--- src/rtl/core/jptc_pkg.sv ---
package jptc_pkg;

	// Field and register widths.
	localparam int FREQ_W     = 29;
	localparam int SAMPLE_W   = 8;
	localparam int PRE_W      = 3;
	localparam int PERIOD_W   = 16;
	localparam int DUTY_W     = 7;
	localparam int CFG_IDX_W  = 1;
	localparam int PRESS_W    = 3;
	localparam int HZ_W       = 13;
	localparam int STEP_W     = 4;
	localparam int ZSTEP_W    = 14;
	localparam int OSCALE_W   = 11;
	localparam int INC_W      = 25;
	localparam int CLOCK_W    = 25;

	// Shared divider widths.
	localparam int DIVIDEND_W = CLOCK_W;
	localparam int DIVISOR_W  = HZ_W;

	// Whole hertz: 100000 is 32 times 3125, so the frequency is shifted down by five
	// and multiplied by the rounded-up reciprocal of 3125 scaled by 2^36. The result
	// is exact for every 24-bit shifted value.
	localparam int HZ_SHIFT    = 5;
	localparam int RECIP_W     = 25;
	localparam int RECIP_SHIFT = 36;

	// Register indexes.
	localparam logic [CFG_IDX_W-1:0] REG_FREQ_FLOOR   = 1'd0;
	localparam logic [CFG_IDX_W-1:0] REG_FREQ_CEILING = 1'd1;

	// Reset values and fixed constants.
	localparam logic [FREQ_W-1:0]    FREQ_RESET  = 29'd250000000;
	localparam logic [FREQ_W-1:0]    FLOOR_RESET = 29'd10000000;
	localparam logic [FREQ_W-1:0]    CEIL_RESET  = 29'd500000000;
	localparam logic [RECIP_W-1:0]   HZ_RECIP    = 25'd21990233;
	localparam logic [CLOCK_W-1:0]   CLOCK_HZ    = 25'd24000000;

	// Microcode.
	typedef enum logic [3:0] {
		OP_NOP,
		OP_TAKE,
		OP_STEP,
		OP_CLAMP,
		OP_DIV_GO,
		OP_DIV_WAIT,
		OP_HZ,
		OP_PRE,
		OP_EMIT
	} op_t;

	typedef enum logic {
		A_CLOCK,
		A_SHIFTED
	} a_sel_t;

	typedef struct packed {
		op_t               op;
		a_sel_t            a_sel;
		logic              jump;
		logic [STEP_W-1:0] target;
	} ctl_word_t;

	function automatic ctl_word_t rom_word(input logic [STEP_W-1:0] step);
		ctl_word_t w;
		w = '{op: OP_NOP, a_sel: A_CLOCK, jump: 1'b0, target: '0};
		case (step)
			4'd0: w.op = OP_TAKE;
			4'd1: w.op = OP_STEP;
			4'd2: w.op = OP_CLAMP;
			4'd3: w.op = OP_HZ;
			4'd4: begin
				w.op    = OP_DIV_GO;
				w.a_sel = A_CLOCK;
			end
			4'd5: w.op = OP_DIV_WAIT;
			4'd6: w.op = OP_PRE;
			4'd7: begin
				w.op    = OP_DIV_GO;
				w.a_sel = A_SHIFTED;
			end
			4'd8: w.op = OP_DIV_WAIT;
			4'd9: begin
				w.op     = OP_EMIT;
				w.jump   = 1'b1;
				w.target = '0;
			end
			default: begin
				w.op     = OP_NOP;
				w.jump   = 1'b1;
				w.target = '0;
			end
		endcase
		return w;
	endfunction

	// Signed frequency step of the joystick zone. Thresholds are on the raw
	// sample, which is the offset from center plus 128.
	function automatic logic signed [ZSTEP_W-1:0] zone_step(input logic [SAMPLE_W-1:0] s);
		logic signed [ZSTEP_W-1:0] r;
		if (s >= 8'd238)      r = 14'sd5000;
		else if (s >= 8'd218) r = 14'sd2500;
		else if (s >= 8'd198) r = 14'sd1250;
		else if (s >= 8'd178) r = 14'sd625;
		else if (s >= 8'd158) r = 14'sd300;
		else if (s >= 8'd98)  r = 14'sd0;
		else if (s >= 8'd78)  r = -14'sd300;
		else if (s >= 8'd58)  r = -14'sd625;
		else if (s >= 8'd38)  r = -14'sd1250;
		else if (s >= 8'd18)  r = -14'sd2500;
		else                  r = -14'sd5000;
		return r;
	endfunction

	// Octave of the frequency times 100. A whole-hertz value above N is the
	// same as a raw frequency of at least (N + 1) * 100000.
	function automatic logic [OSCALE_W-1:0] octave_scale(input logic [FREQ_W-1:0] f);
		logic [OSCALE_W-1:0] r;
		if (f >= 29'd410100000)     r = 11'd800;
		else if (f >= 29'd207100000) r = 11'd700;
		else if (f >= 29'd104100000) r = 11'd600;
		else if (f >= 29'd52100000)  r = 11'd500;
		else if (f >= 29'd26100000)  r = 11'd400;
		else if (f >= 29'd13100000)  r = 11'd300;
		else if (f >= 29'd8100000)   r = 11'd200;
		else                         r = 11'd0;
		return r;
	endfunction

endpackage

--- src/rtl/core/jptc_div.sv ---
module jptc_div (
	input  logic                             clk,
	input  logic                             arst_n,
	input  logic                             start,
	input  logic [jptc_pkg::DIVIDEND_W-1:0]  dividend,
	input  logic [jptc_pkg::DIVISOR_W-1:0]   divisor,
	output logic                             busy,
	output logic [jptc_pkg::DIVIDEND_W-1:0]  quotient
);
	import jptc_pkg::*;

	localparam int CNT_W = $clog2(DIVIDEND_W + 1);
	localparam logic [CNT_W-1:0] CNT_LOAD = CNT_W'(DIVIDEND_W);

	logic                  busy_q;
	logic [CNT_W-1:0]      cnt_q;
	logic [DIVISOR_W-1:0]  rem_q;
	logic [DIVISOR_W-1:0]  dsr_q;
	logic [DIVIDEND_W-1:0] quo_q;

	logic [DIVISOR_W:0]    trial;
	logic [DIVISOR_W:0]    diff;
	logic                  fits;

	// One restoring step: bring down the next dividend bit and try a subtract.
	always_comb begin
		trial = {rem_q, quo_q[DIVIDEND_W-1]};
		diff  = trial - {1'b0, dsr_q};
		fits  = trial >= {1'b0, dsr_q};
	end

	always_ff @(posedge clk or negedge arst_n) begin
		if (!arst_n) begin
			busy_q <= 1'b0;
			cnt_q  <= '0;
		end else if (start) begin
			busy_q <= 1'b1;
			cnt_q  <= CNT_LOAD;
		end else if (busy_q) begin
			cnt_q <= cnt_q - 1'b1;
			if (cnt_q == CNT_W'(1)) begin
				busy_q <= 1'b0;
			end
		end
	end

	always_ff @(posedge clk) begin
		if (start) begin
			rem_q <= '0;
			dsr_q <= divisor;
			quo_q <= dividend;
		end else if (busy_q) begin
			rem_q <= fits ? diff[DIVISOR_W-1:0] : trial[DIVISOR_W-1:0];
			quo_q <= {quo_q[DIVIDEND_W-2:0], fits};
		end
	end

	assign busy     = busy_q;
	assign quotient = quo_q;

	// The partial remainder always stays below the divisor.
	assert property (@(posedge clk) disable iff (!arst_n) busy_q |-> rem_q < dsr_q)
		else $error("divider remainder not below divisor");

endmodule

--- src/rtl/core/joystick_pitch_tone_controller.sv ---
// Channel   Direction  Handshake              Payload
// in        input      in_valid / in_stall    joystick_sample, button_pressed
// out       output     out_valid / out_stall  tone_frequency, prescale_select, period_count,
//                                             duty_high_byte, duty_low_byte, button_debounced
// cfg       input      cfg_we                 cfg_index, cfg_data
//
// A transaction runs through the microcode steps and the result register loads at the emit step;
// the next input can be taken in the cycle after. The shared restoring divider runs twice per
// transaction (prescale and period), each time with its start and wait steps, beside the six
// other microcode steps. The whole-hertz value comes from a reciprocal multiplication.
// Reset is asynchronous and active low; it restores the frequency, the press counter, the
// debouncer, both limit registers and the sequencer, and empties the output register.
// A stall on the output holds the result and freezes the sequencer at its emit step; the
// next input transaction is still taken while a finished result waits to be taken.
module joystick_pitch_tone_controller (
	input  logic                           clk,
	input  logic                           arst_n,

	input  logic                           in_valid,
	output logic                           in_stall,
	input  logic [jptc_pkg::SAMPLE_W-1:0]  joystick_sample,
	input  logic                           button_pressed,

	output logic                           out_valid,
	input  logic                           out_stall,
	output logic [jptc_pkg::FREQ_W-1:0]    tone_frequency,
	output logic [jptc_pkg::PRE_W-1:0]     prescale_select,
	output logic [jptc_pkg::PERIOD_W-1:0]  period_count,
	output logic [jptc_pkg::DUTY_W-1:0]    duty_high_byte,
	output logic [jptc_pkg::DUTY_W-1:0]    duty_low_byte,
	output logic                           button_debounced,

	input  logic                           cfg_we,
	input  logic [jptc_pkg::CFG_IDX_W-1:0] cfg_index,
	input  logic [jptc_pkg::FREQ_W-1:0]    cfg_data
);
	import jptc_pkg::*;

	localparam logic [PRESS_W-1:0] PRESS_MAX = 3'd6;
	localparam logic [PRESS_W-1:0] PRESS_ON  = 3'd4;
	localparam logic [PRESS_W-1:0] PRESS_OFF = 3'd2;

	typedef enum logic {
		DB_RELEASED,
		DB_PRESSED
	} db_state_t;

	// Control and architectural state.
	logic [STEP_W-1:0]  step_q;
	logic [FREQ_W-1:0]  floor_q;
	logic [FREQ_W-1:0]  ceil_q;
	logic [FREQ_W-1:0]  cur_q;
	logic [PRESS_W-1:0] press_q;
	db_state_t          db_q;
	logic               out_valid_q;

	// Datapath working registers.
	logic [SAMPLE_W-1:0]     sample_q;
	logic                    button_q;
	logic signed [INC_W-1:0] inc_q;
	logic [HZ_W-1:0]         hz_q;
	logic [PRE_W-1:0]        pre_q;

	// Output register.
	logic [FREQ_W-1:0]   freq_out_q;
	logic [PRE_W-1:0]    pre_out_q;
	logic [PERIOD_W-1:0] period_out_q;
	logic                db_out_q;

	ctl_word_t               cw;
	logic                    advance;
	logic                    out_take;
	logic signed [INC_W-1:0] inc_c;
	logic signed [FREQ_W+1:0] sum_c;
	logic [FREQ_W-1:0]       clamp_c;
	logic [PRESS_W-1:0]      press_next;
	db_state_t               db_next;
	logic [FREQ_W-HZ_SHIFT+RECIP_W-1:0] hz_prod;
	logic [HZ_W-1:0]         hz_c;
	logic [CLOCK_W-1:0]      p_c;
	logic [CLOCK_W-1:0]      pm1_c;
	logic [CLOCK_W-17:0]     k_c;
	logic [PRE_W-1:0]        pre_c;

	logic                    div_start;
	logic                    div_busy;
	logic [DIVIDEND_W-1:0]   div_a;
	logic [DIVISOR_W-1:0]    div_b;
	logic [DIVIDEND_W-1:0]   div_quo;

	// The control word for the current step comes straight from the program table.
	assign cw       = rom_word(step_q);
	assign out_take = out_valid_q & ~out_stall;
	assign in_stall = (cw.op != OP_TAKE);

	// Steps that wait: the input step waits for a transaction, the wait step holds while
	// the divider runs, and the emit step holds while the previous result is still stalled.
	always_comb begin
		case (cw.op)
			OP_TAKE:     advance = in_valid;
			OP_DIV_WAIT: advance = ~div_busy;
			OP_EMIT:     advance = ~out_valid_q | ~out_stall;
			default:     advance = 1'b1;
		endcase
	end

	// Signed increment: zone step times octave times 100, one multiplier.
	assign inc_c = zone_step(sample_q) * $signed({1'b0, octave_scale(cur_q)});

	// Clamp against the ceiling first, so the ceiling wins if the limits cross.
	always_comb begin
		sum_c = $signed({2'b00, cur_q}) + $signed({{(FREQ_W + 2 - INC_W){inc_q[INC_W-1]}}, inc_q});
		if (sum_c >= $signed({2'b00, ceil_q})) begin
			clamp_c = ceil_q;
		end else if (sum_c <= $signed({2'b00, floor_q})) begin
			clamp_c = floor_q;
		end else begin
			clamp_c = sum_c[FREQ_W-1:0];
		end
	end

	// Saturating press counter and the hysteresis debouncer on its new value.
	always_comb begin
		press_next = press_q;
		if (button_q) begin
			if (press_q < PRESS_MAX) press_next = press_q + 1'b1;
		end else begin
			if (press_q != '0) press_next = press_q - 1'b1;
		end
		db_next = db_q;
		case (db_q)
			DB_RELEASED: if (press_next > PRESS_ON) db_next = DB_PRESSED;
			DB_PRESSED:  if (press_next < PRESS_OFF) db_next = DB_RELEASED;
			default:     db_next = DB_RELEASED;
		endcase
	end

	// Whole hertz of the new frequency by reciprocal multiplication.
	assign hz_prod = cur_q[FREQ_W-1:HZ_SHIFT] * HZ_RECIP;
	assign hz_c    = hz_prod[RECIP_SHIFT +: HZ_W];

	// Prescaler: (p - 1) / 65536, limited to seven.
	always_comb begin
		p_c   = div_quo;
		pm1_c = p_c - 1'b1;
		k_c   = (p_c == '0) ? '0 : pm1_c[CLOCK_W-1:16];
		pre_c = (|k_c[CLOCK_W-17:PRE_W]) ? {PRE_W{1'b1}} : k_c[PRE_W-1:0];
	end

	// Divider operand selection.
	assign div_start = (cw.op == OP_DIV_GO);
	assign div_b     = hz_q;

	always_comb begin
		case (cw.a_sel)
			A_CLOCK:   div_a = CLOCK_HZ;
			A_SHIFTED: div_a = CLOCK_HZ >> pre_q;
			default:   div_a = CLOCK_HZ;
		endcase
	end

	jptc_div u_div (
		.clk      (clk),
		.arst_n   (arst_n),
		.start    (div_start),
		.dividend (div_a),
		.divisor  (div_b),
		.busy     (div_busy),
		.quotient (div_quo)
	);

	// Sequencer, configuration registers and architectural state.
	always_ff @(posedge clk or negedge arst_n) begin
		if (!arst_n) begin
			step_q      <= '0;
			floor_q     <= FLOOR_RESET;
			ceil_q      <= CEIL_RESET;
			cur_q       <= FREQ_RESET;
			press_q     <= '0;
			db_q        <= DB_RELEASED;
			out_valid_q <= 1'b0;
		end else begin
			if (cfg_we) begin
				case (cfg_index)
					REG_FREQ_FLOOR:   floor_q <= cfg_data;
					REG_FREQ_CEILING: ceil_q  <= cfg_data;
					default: ;
				endcase
			end
			if (out_take) begin
				out_valid_q <= 1'b0;
			end
			if (advance) begin
				step_q <= cw.jump ? cw.target : step_q + 1'b1;
			end
			case (cw.op)
				OP_STEP: begin
					press_q <= press_next;
					db_q    <= db_next;
				end
				OP_CLAMP: cur_q <= clamp_c;
				OP_EMIT:  if (advance) out_valid_q <= 1'b1;
				default: ;
			endcase
		end
	end

	// Datapath and output payload registers.
	always_ff @(posedge clk) begin
		case (cw.op)
			OP_TAKE: begin
				if (in_valid) begin
					sample_q <= joystick_sample;
					button_q <= button_pressed;
				end
			end
			OP_STEP: inc_q <= inc_c;
			OP_HZ:   hz_q  <= (hz_c == '0) ? HZ_W'(1) : hz_c;
			OP_PRE:  pre_q <= pre_c;
			OP_EMIT: begin
				if (advance) begin
					freq_out_q   <= cur_q;
					pre_out_q    <= pre_q;
					period_out_q <= div_quo[PERIOD_W-1:0];
					db_out_q     <= (db_q == DB_PRESSED);
				end
			end
			default: ;
		endcase
	end

	assign out_valid        = out_valid_q;
	assign tone_frequency   = freq_out_q;
	assign prescale_select  = pre_out_q;
	assign period_count     = period_out_q;
	assign duty_high_byte   = period_out_q[PERIOD_W-1:PERIOD_W-DUTY_W];
	assign duty_low_byte    = period_out_q[DUTY_W:1];
	assign button_debounced = db_out_q;

	// The divider only runs while the program sits on a wait step.
	assert property (@(posedge clk) disable iff (!arst_n) div_busy |-> cw.op == OP_DIV_WAIT)
		else $error("divider busy outside a wait step");

	// A new result appears only out of the emit step.
	assert property (@(posedge clk) disable iff (!arst_n)
		$rose(out_valid_q) |-> $past(cw.op == OP_EMIT))
		else $error("result raised outside the emit step");

	// The debouncer reports pressed only once the counter has passed its threshold.
	assert property (@(posedge clk) disable iff (!arst_n)
		$rose(db_q == DB_PRESSED) |-> press_q > PRESS_ON)
		else $error("debouncer pressed below threshold");

	// The press counter saturates.
	assert property (@(posedge clk) disable iff (!arst_n) press_q <= PRESS_MAX)
		else $error("press counter out of range");

endmodule

--- config.mk ---
export PLATFORM = sky130hd
export DESIGN_NAME = joystick_pitch_tone_controller
export DESIGN_NICKNAME = d
export VERILOG_FILES = /design/src/rtl/core/jptc_pkg.sv /design/src/rtl/core/jptc_div.sv /design/src/rtl/core/joystick_pitch_tone_controller.sv
export SDC_FILE = /design/constraint.sdc
export NUM_CORES = 2
export LEC_CHECK = 0
export BUFFER_PORTS_ARGS = -buffer_cell sky130_fd_sc_hd__buf_2
export CORE_ASPECT_RATIO = 0.8
export CORE_UTILIZATION = 59
export DETAILED_ROUTE_END_ITERATION = 10
export GPL_ROUTABILITY_DRIVEN = 0
export GPL_TIMING_DRIVEN = 0
export MAX_ROUTING_LAYER = met4
export PLACE_DENSITY = 0.8
export SETUP_SLACK_MARGIN = 0.3
export SYNTH_ARGS = -nofsm -noshare
export SYNTH_HDL_FRONTEND = slang
export SYNTH_HIERARCHICAL = 1
export SYNTH_SLANG_ARGS = --single-unit
--- constraint.sdc ---
create_clock -name clk -period 6.75 [get_ports clk]
set_clock_uncertainty 0.15 [all_clocks]
set_input_delay 1.0125 -clock clk [delete_from_list [all_inputs] [get_ports clk]]
set_output_delay 1.0125 -clock clk [all_outputs]
set_load 0.05 [all_outputs]
==> flow_metrics.py <==
metrics = {
    "grt": {
        "grt_antenna_before_repair": 3,
        "grt_max_degree": 60,
        "overflow": 0,
        "grt_pass1_wl_um": 134000,
        "grt_pass1_vias": 24800,
        "track_usage_pct": 34.8,
    },
    "timing": {
        "hold_viol": 0,
        "min_period_ns": 7.98,
        "rsz0062_at_grt": "true",
        "worst_slew_pin_slew_ns": 1.21,
        "finalSetupViolations": 21,
        "hold_slack_ns": 0.266,
        "final_max_slew_viol_count": 0,
        "slew_headroom_pct": 19.2,
        "postLayoutSetupSlackWorst_ns": -1.23,
        "fmax_mhz": 125,
        "timing.final.crit_share_pct": 118,
    },
    "setup_path": {
        "crit_type": "flop to flop",
        "startpoint_type": "flop",
        "critical-path-top-delay-family": "adder cells",
        "arrival_ns": 8.08,
        "path_buf_inv": 5,
        "end_kind": "flop",
        "crit_path_max_incr_delay_ns": 0.67,
        "path_common_cell": "fa_1",
        "crit_required_ns": 6.85,
        "slowest_stage": "dfstp_4",
        "crit_fanout": 10,
    },
    "clocking": {
        "root_buffer": "clkbuf_16",
        "clk_path_buf_depth": 3,
        "cts_buffers": 26,
        "clock_sinks": 249,
        "htree_levels": 1,
        "clock_latency_ns": 0.57,
        "cts_tree": "built",
        "clk_pin_slew_ns": 0.07,
        "cts_hold_buf": 0,
    },
    "outcome": {
        "status": "finished with violations",
        "violations": "negative setup slack",
    },
    "synth": {
        "ys_warn_count": 6,
        "ys_seq_area_share_pct": 23.3,
        "synth-edff-count": 134,
        "syn_avg_cell_area_um2": 9.98,
        "synthCells": 2961,
        "ys.flop_type": "edfxtp_1",
        "netlist_area_um2": 29500,
        "synthArstFlopShare_pct": 41.0,
        "yosys.cell_types.count": 98,
        "synth-seq-cells": 249,
    },
    "place": {
        "portBuffers": 107,
        "dp_cells": 3743,
        "dpl.hpwl_um": 62800,
    },
    "drt": {
        "routed_via_density": 6.25,
        "drtIter0Drc": 2986,
        "drc": 0,
        "wl_um": 90700,
        "ant_nets": 0,
        "vias": 24500,
        "dr.pass1.iters": 8,
        "post_drt_wl_per_cell_um": 23.1,
    },
    "die": {
        "dieArea_um2": 51000,
        "die-height_um": 202,
        "io_pins": 109,
        "start_util_pct": 60.4,
        "fp.dieW_um": 252,
        "coreArea_um2": 48900,
        "rows": 72,
    },
    "run": {
        "cap_violations": 0,
    },
    "finish": {
        "nNetsFinal": 4059,
        "area_delta_synth_final_pct": 17.3,
        "drive_gt1_share_pct": 21.9,
        "stdcell_count": 3930,
    },
    "hold_path": {
        "hp-class": "flop to flop",
    },
}
synthesized netlist by cell type (19+ instances only):
| cell | n | area [um^2] |
|---|---|---|
| dfrtp_1 | 68 | 1700 |
| fa_1 | 318 | 6370 |
| or2_2 | 24 | 150 |
| xor2_1 | 25 | 219 |
| nor2_1 | 146 | 548 |
| inv_1 | 540 | 2030 |
| ha_1 | 456 | 5710 |
| xnor2_1 | 51 | 447 |
| a21o_1 | 39 | 293 |
| nor3_1 | 47 | 235 |
| nand4_1 | 29 | 181 |
| o21ai_0 | 111 | 556 |
| a21oi_1 | 125 | 626 |
| edfxtp_1 | 134 | 4020 |
| mux2i_1 | 28 | 280 |
| nand2b_1 | 26 | 163 |
| o21ai_1 | 22 | 110 |
| nand2_1 | 199 | 747 |
| nand3_1 | 53 | 265 |
| buf_4 | 19 | 143 |
| clkbuf_1 | 46 | 173 |
| dfstp_2 | 34 | 893 |
| mux2_2 | 55 | 619 |
per-stage QoR:
step	TNS, ns	util, %	worst slack (ns)	instance area, um^2
finish	-12.49	70.8	-1.23	34700
global route	-15.31	70.8	-1.35	34700
CTS	-4.68	69.0	-0.663	33800
detailed placement	-20.24	64.2	-1.75	31400
global placement	-16.33	63.9	-1.59	31300
floorplan	-0.193	-	-0.125	29900
repair_timing:
item                       4_1_cts  5_1_grt
buffers inserted               104       32
setup endpoints to repair       29       50
resized for setup              148      142
pin swaps                       66       63
registers in the layout (all words and copies together) (netlist names), 7 cells and up:
name,cells
ceil_q,29
cur_q,29
floor_q,29
tone_frequency,29
u_div/quotient,25
inc_q,23
period_count,16
div_b,13
u_div/dsr_q,13
u_div/rem_q,13
sample_q,7
final timing paths:
check,from,endpoint,slack (ns),depth (start not counted)
setup / recovery,cur_q[13],inc_q[24],-1.23,25
hold / removal,div_b[0],u_div/dsr_q[0],0.27,0
setup reg to reg,cur_q[13],inc_q[24],-1.23,25
hold reg to reg,div_b[0],u_div/dsr_q[0],0.27,0
max in group asynchronous,arst_n,ceil_q[19],5.37,2
min in group asynchronous,arst_n,cur_q[0],0.31,1
area by class of cell:
class,count,area (um^2)
fillers,3216,14300
multi-input cells,2081,21600
diodes,3,7.51
inverters,542,2060
flip-flops and latches,249,6970
clock inverters,13,173
well taps,666,833
plain buffers,90,543
repair buffers,251,1770
clock buffers,35,736
cell families after synthesis:
kind of cell / after synthesis / share of synthesized area, %
adders and majority gates: 774 / 40.9
buffers and inverters: 632 / 8.47
and+or+nand+nor: 629 / 10.2
AOI/OAI and AO/OA: 516 / 11.8
DFF: 249 / 23.3
muxes: 84 / 3.10
xor gates and xnor gates: 76 / 2.25
other: 1 / 0.0127
layer usage:
layer / vias to the layer above / GRT usage (%) / share of wire, %
met1: 11900 / 44.5 / 37
met4: 0 / 11.9 / 4.9
met2: 1636 / 52.5 / 45
met3: 438 / 10.9 / 14
li1: 10600 / - / -
met5: - / - / 0
layout by cell type (no fill, tap or decap), types with 39 or more instances in the layout:
cell and count:
nor2_1 138, nand3_1 48, a21oi_1 109, nor3_1 41
fa_1 299, a21o_1 39, xnor2_1 39, ha_1 405
inv_1 512, buf_4 144, mux2_2 55, buf_2 113
nand2_1 193, o21ai_0 92, dfrtp_1 55, clkbuf_1 45
edfxtp_1 134
Power is not shown: default switching activity piles up to over one toggle a cycle in this logic, so the estimate is an artifact.
